[src/rtl/krs_pkg.sv]
`timescale 1ns / 1ps
// ----------------------------------------------------------------------------
// krs_pkg: shared constants and codes for the keyed record store
// Capacity, index and count widths, request kinds and status codes.
// ----------------------------------------------------------------------------
package krs_pkg;

    // Table size and derived widths
    localparam int CAPACITY = 8;
    localparam int IDX_W    = (CAPACITY > 1) ? $clog2(CAPACITY) : 1;
    localparam int CNT_W    = $clog2(CAPACITY + 1);
    localparam int KEY_W    = 8;
    localparam int DATA_W   = 32;
    localparam int ENTRY_W  = KEY_W + DATA_W;

    // Request kinds
    typedef enum logic [1:0] {
        KIND_STORE  = 2'd0,
        KIND_DELETE = 2'd1,
        KIND_READ   = 2'd2,
        KIND_NONE   = 2'd3
    } kind_t;

    // Result status codes
    typedef enum logic [2:0] {
        STAT_INSERTED    = 3'd0,
        STAT_OVERWRITTEN = 3'd1,
        STAT_DELETED     = 3'd2,
        STAT_READ_OK     = 3'd3,
        STAT_NOT_FOUND   = 3'd4,
        STAT_FULL        = 3'd5
    } status_t;

endpackage

[src/rtl/krs_ram.sv]
`timescale 1ns / 1ps
// ----------------------------------------------------------------------------
// krs_ram: generic single-write, single-read synchronous RAM
// One write port, one read port, read data registered.
// ----------------------------------------------------------------------------
module krs_ram #(
    parameter int WIDTH = 8,
    parameter int DEPTH = 8
) (
    input  logic                                        aclk,
    input  logic                                        wr_en,
    input  logic [((DEPTH > 1) ? $clog2(DEPTH) : 1)-1:0] wr_addr,
    input  logic [WIDTH-1:0]                            wr_data,
    input  logic [((DEPTH > 1) ? $clog2(DEPTH) : 1)-1:0] rd_addr,
    output logic [WIDTH-1:0]                            rd_data
);

    logic [WIDTH-1:0] mem [DEPTH];

    // Write and registered read
    always_ff @(posedge aclk) begin
        if (wr_en) begin
            mem[wr_addr] <= wr_data;
        end
        rd_data <= mem[rd_addr];
    end

endmodule

[src/rtl/keyed_record_store.sv]
`timescale 1ns / 1ps
// ----------------------------------------------------------------------------
// keyed_record_store: small associative table of 8-bit keys and 32-bit data
// Store, delete and read requests by key, one status result per request.
// ----------------------------------------------------------------------------
// Usage:
//   Input channel s_*: one request per transfer (kind, key, payload).
//   Result channel m_*: one result per request (status, read_data,
//   entry_count), in request order.
//   Keys and data live in one synchronous RAM; valid bits and the record
//   count live in flip-flops. A request walks the RAM one slot per cycle
//   looking for its key and stops at the first match, then writes back.
//   A result is loaded into the output register at write-back, after the
//   scan (one RAM read per slot scanned, then the write-back state). The
//   next request is taken only once the block is back in idle, after the
//   result is loaded, so a request is finished before the next is taken.
//   s_ready is high only while no request is in progress. A finished result
//   waits in the output register; while the receiver stalls, one more
//   request is taken and scanned, then holds at write-back until the
//   output register frees.
//   Reset clears all valid bits, the count and the output valid; key and
//   data slots need no clearing as they are read only once written.
// ----------------------------------------------------------------------------
module keyed_record_store (
    input  logic        aclk,
    input  logic        aresetn,
    // request channel
    input  logic        s_valid,
    output logic        s_ready,
    input  logic [1:0]  s_kind,
    input  logic [7:0]  s_key,
    input  logic [31:0] s_payload,
    // result channel
    output logic        m_valid,
    input  logic        m_ready,
    output logic [2:0]  m_status,
    output logic [31:0] m_read_data,
    output logic [6:0]  m_entry_count
);

    localparam int IDX_W   = krs_pkg::IDX_W;
    localparam int CNT_W   = krs_pkg::CNT_W;
    localparam int KEY_W   = krs_pkg::KEY_W;
    localparam int DATA_W  = krs_pkg::DATA_W;
    localparam int ENTRY_W = krs_pkg::ENTRY_W;
    localparam int CAP     = krs_pkg::CAPACITY;

    typedef enum logic [2:0] {
        ST_IDLE   = 3'b001,
        ST_SCAN   = 3'b010,
        ST_FINISH = 3'b100
    } state_t;

    state_t state_reg, state_next;

    // request holding registers
    logic [1:0]        kind_reg;
    logic [KEY_W-1:0]  key_reg;
    logic [DATA_W-1:0] payload_reg;

    // scan progress and match result
    logic [IDX_W-1:0]  scan_idx_reg, scan_idx_next;
    logic              hit_reg, hit_next;
    logic [IDX_W-1:0]  hit_idx_reg, hit_idx_next;
    logic [DATA_W-1:0] hit_data_reg, hit_data_next;

    // table status
    logic [CAP-1:0]    valid_reg, valid_next;
    logic [CNT_W-1:0]  count_reg, count_next;

    // output register
    logic              m_valid_reg, m_valid_next;
    logic [2:0]        m_status_reg, m_status_next;
    logic [DATA_W-1:0] m_read_data_reg, m_read_data_next;
    logic [CNT_W-1:0]  m_count_reg, m_count_next;

    // RAM ports
    logic               ram_wr_en;
    logic [IDX_W-1:0]   ram_wr_addr;
    logic [ENTRY_W-1:0] ram_wr_data;
    logic [IDX_W-1:0]   ram_rd_addr;
    logic [ENTRY_W-1:0] ram_rd_data;

    // lowest free slot
    logic              free_found;
    logic [IDX_W-1:0]  free_idx;

    logic              accept;
    logic              out_free;
    logic              slot_match;

    krs_ram #(
        .WIDTH (ENTRY_W),
        .DEPTH (CAP)
    ) u_slot_ram (
        .aclk    (aclk),
        .wr_en   (ram_wr_en),
        .wr_addr (ram_wr_addr),
        .wr_data (ram_wr_data),
        .rd_addr (ram_rd_addr),
        .rd_data (ram_rd_data)
    );

    assign accept   = s_valid && s_ready;
    assign out_free = !m_valid_reg || m_ready;
    assign s_ready  = (state_reg == ST_IDLE);

    // Compare the slot whose read data is on the RAM output
    assign slot_match = valid_reg[scan_idx_reg]
                     && (ram_rd_data[ENTRY_W-1:DATA_W] == key_reg);

    // Read slot zero while idle, then the next slot each scan cycle
    assign ram_rd_addr = (state_reg == ST_SCAN) ? (scan_idx_reg + IDX_W'(1)) : '0;

    // Find the lowest free slot
    always_comb begin
        free_found = 1'b0;
        free_idx   = '0;
        for (int i = CAP - 1; i >= 0; i--) begin
            if (!valid_reg[i]) begin
                free_found = 1'b1;
                free_idx   = IDX_W'(i);
            end
        end
    end

    // Sequence scan and write-back
    always_comb begin
        state_next       = state_reg;
        scan_idx_next    = scan_idx_reg;
        hit_next         = hit_reg;
        hit_idx_next     = hit_idx_reg;
        hit_data_next    = hit_data_reg;
        valid_next       = valid_reg;
        count_next       = count_reg;
        m_valid_next     = m_valid_reg;
        m_status_next    = m_status_reg;
        m_read_data_next = m_read_data_reg;
        m_count_next     = m_count_reg;
        ram_wr_en        = 1'b0;
        ram_wr_addr      = hit_idx_reg;
        ram_wr_data      = {key_reg, payload_reg};

        // drop the result once the receiver takes it
        if (m_valid_reg && m_ready) begin
            m_valid_next = 1'b0;
        end

        unique case (state_reg)
            ST_IDLE: begin
                if (accept) begin
                    scan_idx_next = '0;
                    hit_next      = 1'b0;
                    state_next    = ST_SCAN;
                end
            end

            ST_SCAN: begin
                if (slot_match) begin
                    hit_next      = 1'b1;
                    hit_idx_next  = scan_idx_reg;
                    hit_data_next = ram_rd_data[DATA_W-1:0];
                    state_next    = ST_FINISH;
                end else if (scan_idx_reg == IDX_W'(CAP - 1)) begin
                    state_next    = ST_FINISH;
                end else begin
                    scan_idx_next = scan_idx_reg + IDX_W'(1);
                end
            end

            ST_FINISH: begin
                if (out_free) begin
                    m_valid_next     = 1'b1;
                    m_read_data_next = '0;
                    m_status_next    = krs_pkg::STAT_NOT_FOUND;
                    unique case (kind_reg)
                        krs_pkg::KIND_STORE: begin
                            if (hit_reg) begin
                                ram_wr_en     = 1'b1;
                                ram_wr_addr   = hit_idx_reg;
                                m_status_next = krs_pkg::STAT_OVERWRITTEN;
                            end else if (free_found) begin
                                ram_wr_en            = 1'b1;
                                ram_wr_addr          = free_idx;
                                valid_next[free_idx] = 1'b1;
                                count_next           = count_reg + CNT_W'(1);
                                m_status_next        = krs_pkg::STAT_INSERTED;
                            end else begin
                                m_status_next = krs_pkg::STAT_FULL;
                            end
                        end
                        krs_pkg::KIND_DELETE: begin
                            if (hit_reg) begin
                                valid_next[hit_idx_reg] = 1'b0;
                                if (count_reg != '0) begin
                                    count_next = count_reg - CNT_W'(1);
                                end
                                m_status_next = krs_pkg::STAT_DELETED;
                            end
                        end
                        krs_pkg::KIND_READ: begin
                            if (hit_reg) begin
                                m_read_data_next = hit_data_reg;
                                m_status_next    = krs_pkg::STAT_READ_OK;
                            end
                        end
                        default: begin
                            m_status_next = krs_pkg::STAT_NOT_FOUND;
                        end
                    endcase
                    m_count_next = count_next;
                    state_next   = ST_IDLE;
                end
            end

            default: begin
                state_next = ST_IDLE;
            end
        endcase
    end

    // Control registers
    always_ff @(posedge aclk) begin
        if (!aresetn) begin
            state_reg   <= ST_IDLE;
            valid_reg   <= '0;
            count_reg   <= '0;
            m_valid_reg <= 1'b0;
        end else begin
            state_reg   <= state_next;
            valid_reg   <= valid_next;
            count_reg   <= count_next;
            m_valid_reg <= m_valid_next;
        end
    end

    // Payload, scan and output data registers
    always_ff @(posedge aclk) begin
        if (accept) begin
            kind_reg    <= s_kind;
            key_reg     <= s_key;
            payload_reg <= s_payload;
        end
        scan_idx_reg    <= scan_idx_next;
        hit_reg         <= hit_next;
        hit_idx_reg     <= hit_idx_next;
        hit_data_reg    <= hit_data_next;
        m_status_reg    <= m_status_next;
        m_read_data_reg <= m_read_data_next;
        m_count_reg     <= m_count_next;
    end

    assign m_valid       = m_valid_reg;
    assign m_status      = m_status_reg;
    assign m_read_data   = m_read_data_reg;
    assign m_entry_count = 7'(m_count_reg);

endmodule
[config.mk]
export PLATFORM = sky130hd
export DESIGN_NAME = keyed_record_store
export DESIGN_NICKNAME = d
export VERILOG_FILES = /design/src/rtl/krs_pkg.sv /design/src/rtl/krs_ram.sv /design/src/rtl/keyed_record_store.sv
export SDC_FILE = /design/constraint.sdc
export NUM_CORES = 1
export LEC_CHECK = 0
export BUFFER_PORTS_ARGS = -buffer_cell sky130_fd_sc_hd__buf_2
export CAP_MARGIN = 0
export CORE_UTILIZATION = 45
export CTS_CLUSTER_DIAMETER = 200
export CTS_CLUSTER_SIZE = 8
export DETAILED_ROUTE_END_ITERATION = 8
export PLACE_DENSITY_LB_ADDON = 0.25
export SLEW_MARGIN = 20
export SYNTH_ARGS = -nofsm -noshare
export SYNTH_HDL_FRONTEND = slang
export SYNTH_SLANG_ARGS = --single-unit
[constraint.sdc]
create_clock -name aclk -period 9.2 [get_ports aclk]
set_clock_uncertainty 0.05 [all_clocks]
set_input_delay 2.76 -clock aclk [delete_from_list [all_inputs] [get_ports aclk]]
set_output_delay 2.76 -clock aclk [all_outputs]
set_load 0.05 [all_outputs]
Word-level counts from Yosys, hierarchy flattened
Memories as Yosys holds them, arrays and structs flattened. A register that Yosys moved wholly into a read port is not among the register bits.
Cells that the tools add are included.
- bits in registers: 136
- bits in writable memories: 320
- bits of input ports: 46
- memories kept: 1
- add/subtract/negate cells: 3
- magnitude comparators: 5
- equal/unequal tests: 16
- mux-type cells: 64
- bitwise logic cells: 3
- reductions and logical operators: 18
- memory list (memory ; depth ; bits a word ; rd ports ; clocked after memory_dff ; write ports ; line ; source):
    u_slot_ram.mem ; 8 ; 40 ; 1 ; 1 ; 1 ; krs_ram.sv:18 ; logic [WIDTH-1:0] mem [DEPTH];
- operator list (kind ; number):
    3-bit two-way mux ; 25
    8-bit two-way mux ; 3
    1-bit two-way mux ; 23
    3-bit one-hot mux with 3 select lines ; 2
    4-bit two-way mux ; 4
    8-bit one-hot mux with 2 select lines ; 1
    2-bit inequality test, second input constant ; 7
    3-bit by 4-bit less-than comparator with 1-bit output, second input constant ; 3
    8-bit bitwise AND ; 1
    8-bit equality test ; 1
    8-bit NOT ; 1
    8-bit OR ; 1
    4-bit one-hot mux with 2 select lines ; 1
    1-bit demux with 3-bit select ; 2
    3-bit equality test, second input constant ; 2
    3-bit by 1-bit >= comparator with 1-bit output, second input constant ; 2
    3-bit one-hot mux with 2 select lines ; 1
    2-bit AND reduction ; 3
    3-bit AND reduction ; 2
    6-bit AND reduction ; 1
    1-bit logical AND ; 5
    4-bit by 1-bit adder with 4-bit output, second input constant ; 1
    4-bit AND reduction ; 1
    2-bit nonzero test ; 2
    14 further kinds ; 14

Logic depth before layout (Yosys ltp)
- depth in word-level cells: 16
- mapped depth: 9
- gate-level depth less buffers: 6

Hierarchy
Synthesis repeated with hierarchy kept, for this count alone.
- cell total of the unflattened synthesis: 845
- area total of the unflattened synthesis: 18341.3 sq um
- by module, submodules not included (module ; times used ; cells each ; area each (sq um) ; sequential area each (sq um)):
    krs_ram ; 1 ; 515 ; 13171.4 ; 10410.0
    keyed_record_store ; 1 ; 330 ; 5170.0 ; 3923.8

Worst setup path before layout
Ideal clock, no wire load.
- path type: input-to-reg
- start: input m_ready
- end: memory u_slot_ram.mem[5][0] (netlist name) (enable)
- setup time: 0.498 ns
- arrival time: 7.329 ns
- required time: 8.652 ns
- slack: 1.323 ns
- stages on the path: 5
- buffers on the path: 0
- cell sequence: nand2b_1 nand2_1 inv_1 nand2_1 a211oi_1
- word-level cells in the longest chain between the ends: 5
- elaborated cells on any way between the ends: 7
- those cells by class: mux (6); reduce/logical (1)
- ends and longest elaborated chain (what ; line ; source):
    from (decl) ; keyed_record_store.sv:35 ; input logic m_ready,
    1-bit logical OR (*) ; keyed_record_store.sv:105 ; assign out_free = !m_valid_reg || m_ready;
    1-bit two-way mux ; keyed_record_store.sv:172 ; if (out_free) begin
    1-bit two-way mux ; keyed_record_store.sv:149 ; unique case (state_reg)
    1-bit two-way mux ; krs_ram.sv:22 ; if (wr_en) begin
    1-bit two-way mux (not written as such) ; krs_ram.sv:23 ; mem[wr_addr] <= wr_data;
    to (decl) ; krs_ram.sv:18 ;
Mark *: on every way between the ends. The rest lies on a longest branch, timed or not.

Final worst setup path
- start: input m_ready
- end: memory u_slot_ram.mem[7][16] (netlist name) (enable)
Same word-level chain as after synthesis.

==> impl_metrics.toml <==
[cts]
cts_setup_buffers = 0
cts_made_buffers = 71
cts_buffer_depth = 3
tritoncts = "done"
cts_hold_buffers = 0
cts_resized = 0
clk-insertion-delay-late_ns = 0.58
clockRootBuffer = "clkbuf_16"
cts_num_sinks = 496
htree_levels = 3
path_clk_slew_ns = 0.05

[cells_and_area]
nNetsFinal = 1419
drive_above_1_share = 0.179
largest_reg_flops = 320
reg.largest.list = "u_slot_ram.mem: 320 flops, u_slot_ram.rd_data: 40 flops"
top_register = "u_slot_ram.mem"
fillers = 3233
antenna_cells = 0
syn2layout_area_growth_pct = 17.2

[yosys]
syn-cell-area_um2 = 18500
synth_seq_area_share = 0.773
netlist-cell-type-count = 60
syn_inst = 1255
synth_edf_count = 440
yosys_most_used_dff = "edfxtp_1"
synth-seq-cells = 496
async_flop_share = 0
avgSynthCellArea_um2 = 14.8
ys_warn_count = 0

[run_status]
outcome = "complete, no violations"

[route]
routedWlPerCell_um = 19.8
num_vias = 10523
dr.pass1.iters = 5
ant_nets = 0
vias_per_cell = 5.39
drtIter0Drc = 760
wl_mm = 38.6
drc = 0

[critical_path]
reg2reg_depth = 8
cp_num_buf_inv = 3
path_max_fanout = 26
cp_top_family = "compound AO/OA/AOI/OAI gates"
cpPeakStageDelay_ns = 1.04
r2r-start = "scan_idx_reg[0]"
crit_top_cell = "nand2_1"
r2r_slack_ns = 4.44
cp_slowest_cell = "a211oi_4"
crit_path_start_kind = "primary input"
r2r-end = "u_slot_ram.rd_data[16]"
crit_required_ns = 9.36
cp-end-kind = "flop"
crit_type = "primary input to flop"
cp_data_arrival_time_ns = 5.38
crit_chain = "buf_2, nand2b_1, nand2_1, inv_2, nand2_1, a211oi_4, buf_4"

[worst_hold_path]
min_path_cells = 0
hold_class = "flop to flop"
hold_start = "u_slot_ram.rd_data[24]"
holdPathEnd = "hit_data_reg[24]"

[grt]
grt_pass1_vias = 10486
grt_pass1_wl_mm = 59.3
grtUsageTotal = 0.187
overflow = 0
grt_max_degree = 98
antenna_found_initial = 0

[pwr]
leakagePower_nw = 7.43
ir_drop_mv = 0.130
power_density_nw_per_um2 = 232

[timing]
period_share = 0.568
slew-limit-headroom = 0.297
rsz0062_at_grt = "false"
fmaxAchievable_ghz = 0.191
min_period_ns = 5.22
finalSetupViolCount = 0
report.final.slew_viol_count = 0
finalSetupTns_ns = 0
worstMarginPinSlew_ns = 1.05
hold_violations = 0
worst_slack_ns = 3.98

[run]
cap_violations = 0

[die]
dieArea_um2 = 42000
io_pins = 90
dieHeight_um = 205
die-width_um = 205
num_rows = 73
core_um2 = 40200
start_util = 0.461

[place]
post-place-ws_ns = 3.37
gp_congestion = 0.821
io_buffers = 86
dpl.hpwl_mm = 20.0
==> synthesized netlist by cell type, types with 11 or more instances <==
master	count	share of area
edfxtp_1	440	0.71
nand2_1	216	0.044
nor2_1	90	0.018
nand3_1	88	0.024
dfxtp_1	56	0.060
o311ai_0	44	0.021
clkbuf_1	43	0.0087
mux2_2	43	0.026
and3_1	42	0.014
and2_1	34	0.011
a21oi_1	13	0.0035
buf_1	11	0.0022
inv_1	11	0.0022
o21ai_0	11	0.0030
==> worst max path at each step <==
| stage | slack [ns] | start | endpoint | depth (start not counted) |
|---|---|---|---|---|
| floorplan | 1.32 | m_ready | u_slot_ram.mem[5][0] | 5 |
| global placement | 3.44 | m_ready | u_slot_ram.mem[6][36] | 6 |
| detailed placement | 3.37 | m_ready | u_slot_ram.mem[6][32] | 6 |
| CTS | 3.98 | m_ready | u_slot_ram.mem[7][20] | 7 |
| global route | 3.86 | m_ready | u_slot_ram.mem[7][16] | 7 |
| finish | 3.98 | m_ready | u_slot_ram.mem[7][16] | 7 |
==> per-layer routing <==
layer	global-route usage	vias up	wire length, um
met5	0	-	0
met4	0.0651	0	878
met3	0.0374	73	2040
met2	0.300	322	18400
met1	0.254	5240	17300
li1	-	4888	-
==> through the flow <==
stage,hold slack (ns),area [um^2],utilization,total power (W),cells
2_1_floorplan,0.336,18500,-,0.00262,1257
4_1_cts,0.350,21700,0.540,0.00509,1952
5_1_grt,0.354,21700,0.541,0.00518,1952
3_3_place_gp,0.336,19600,0.488,0.00268,1821
6_report,0.346,21700,0.541,0.00504,1952
3_5_place_dp,0.339,19600,0.488,0.00268,1821
==> layout by cell type (no fill, tap or decap), types with 3 or more instances in the layout <==
cell type | netlist | final
nand4_1 | 4 | 4
or2_2 | 3 | 3
clkbuf_16 | 0 | 74
a21oi_1 | 13 | 13
mux2i_1 | 3 | 3
o21ai_0 | 11 | 11
nor4_1 | 3 | 3
nor2b_1 | 4 | 3
nand3_1 | 88 | 88
o211ai_1 | 7 | 7
inv_1 | 11 | 10
buf_4 | 4 | 19
xor2_1 | 8 | 8
nor2_1 | 90 | 89
conb_1 | 1 | 3
nor3b_1 | 3 | 3
o311ai_0 | 44 | 44
and3_1 | 42 | 41
and2_1 | 34 | 34
a21o_1 | 3 | 3
edfxtp_1 | 440 | 440
clkbuf_1 | 43 | 54
a211o_1 | 3 | 3
a211oi_4 | 0 | 8
ha_1 | 4 | 4
mux2_2 | 43 | 43
nor3_1 | 5 | 4
dfxtp_1 | 56 | 56
nand2_1 | 216 | 216
buf_2 | 8 | 86
a31oi_1 | 3 | 3
==> area by class of cell <==
cell class | instances | area [um^2] | area share
clock buffer | 128 | 2050 | 0.0946
clock inverter | 3 | 33.8 | 0.00156
inverter | 13 | 50.0 | 0.00230
multi-input combinational | 681 | 4010 | 0.185
sequential | 496 | 14300 | 0.660
tap | 525 | 657 | 0.0302
timing repair buffer | 106 | 584 | 0.0269
==> kinds of logic (layout without fill, tap and decap cells) <==
family,after synthesis,count (layout),synth area share
other,1,3,0.000202
and+or+nand+nor,508,508,0.127
xor gates and xnor gates,10,10,0.00473
adders and majority gates,4,4,0.00270
DFF,496,496,0.773
AOI/OAI and AO/OA,108,108,0.0441
muxes,48,48,0.0302
buffers and inverters,80,250,0.0180
==> where the power goes <==
part | internal, W | switching [W] | total (W)
sequential | 0.00248 | 0.0000384 | 0.00252
clock | 0.00150 | 0.000908 | 0.00241
combinational | 0.0000410 | 0.0000737 | 0.000115
Power figures use the tool's default switching activity.
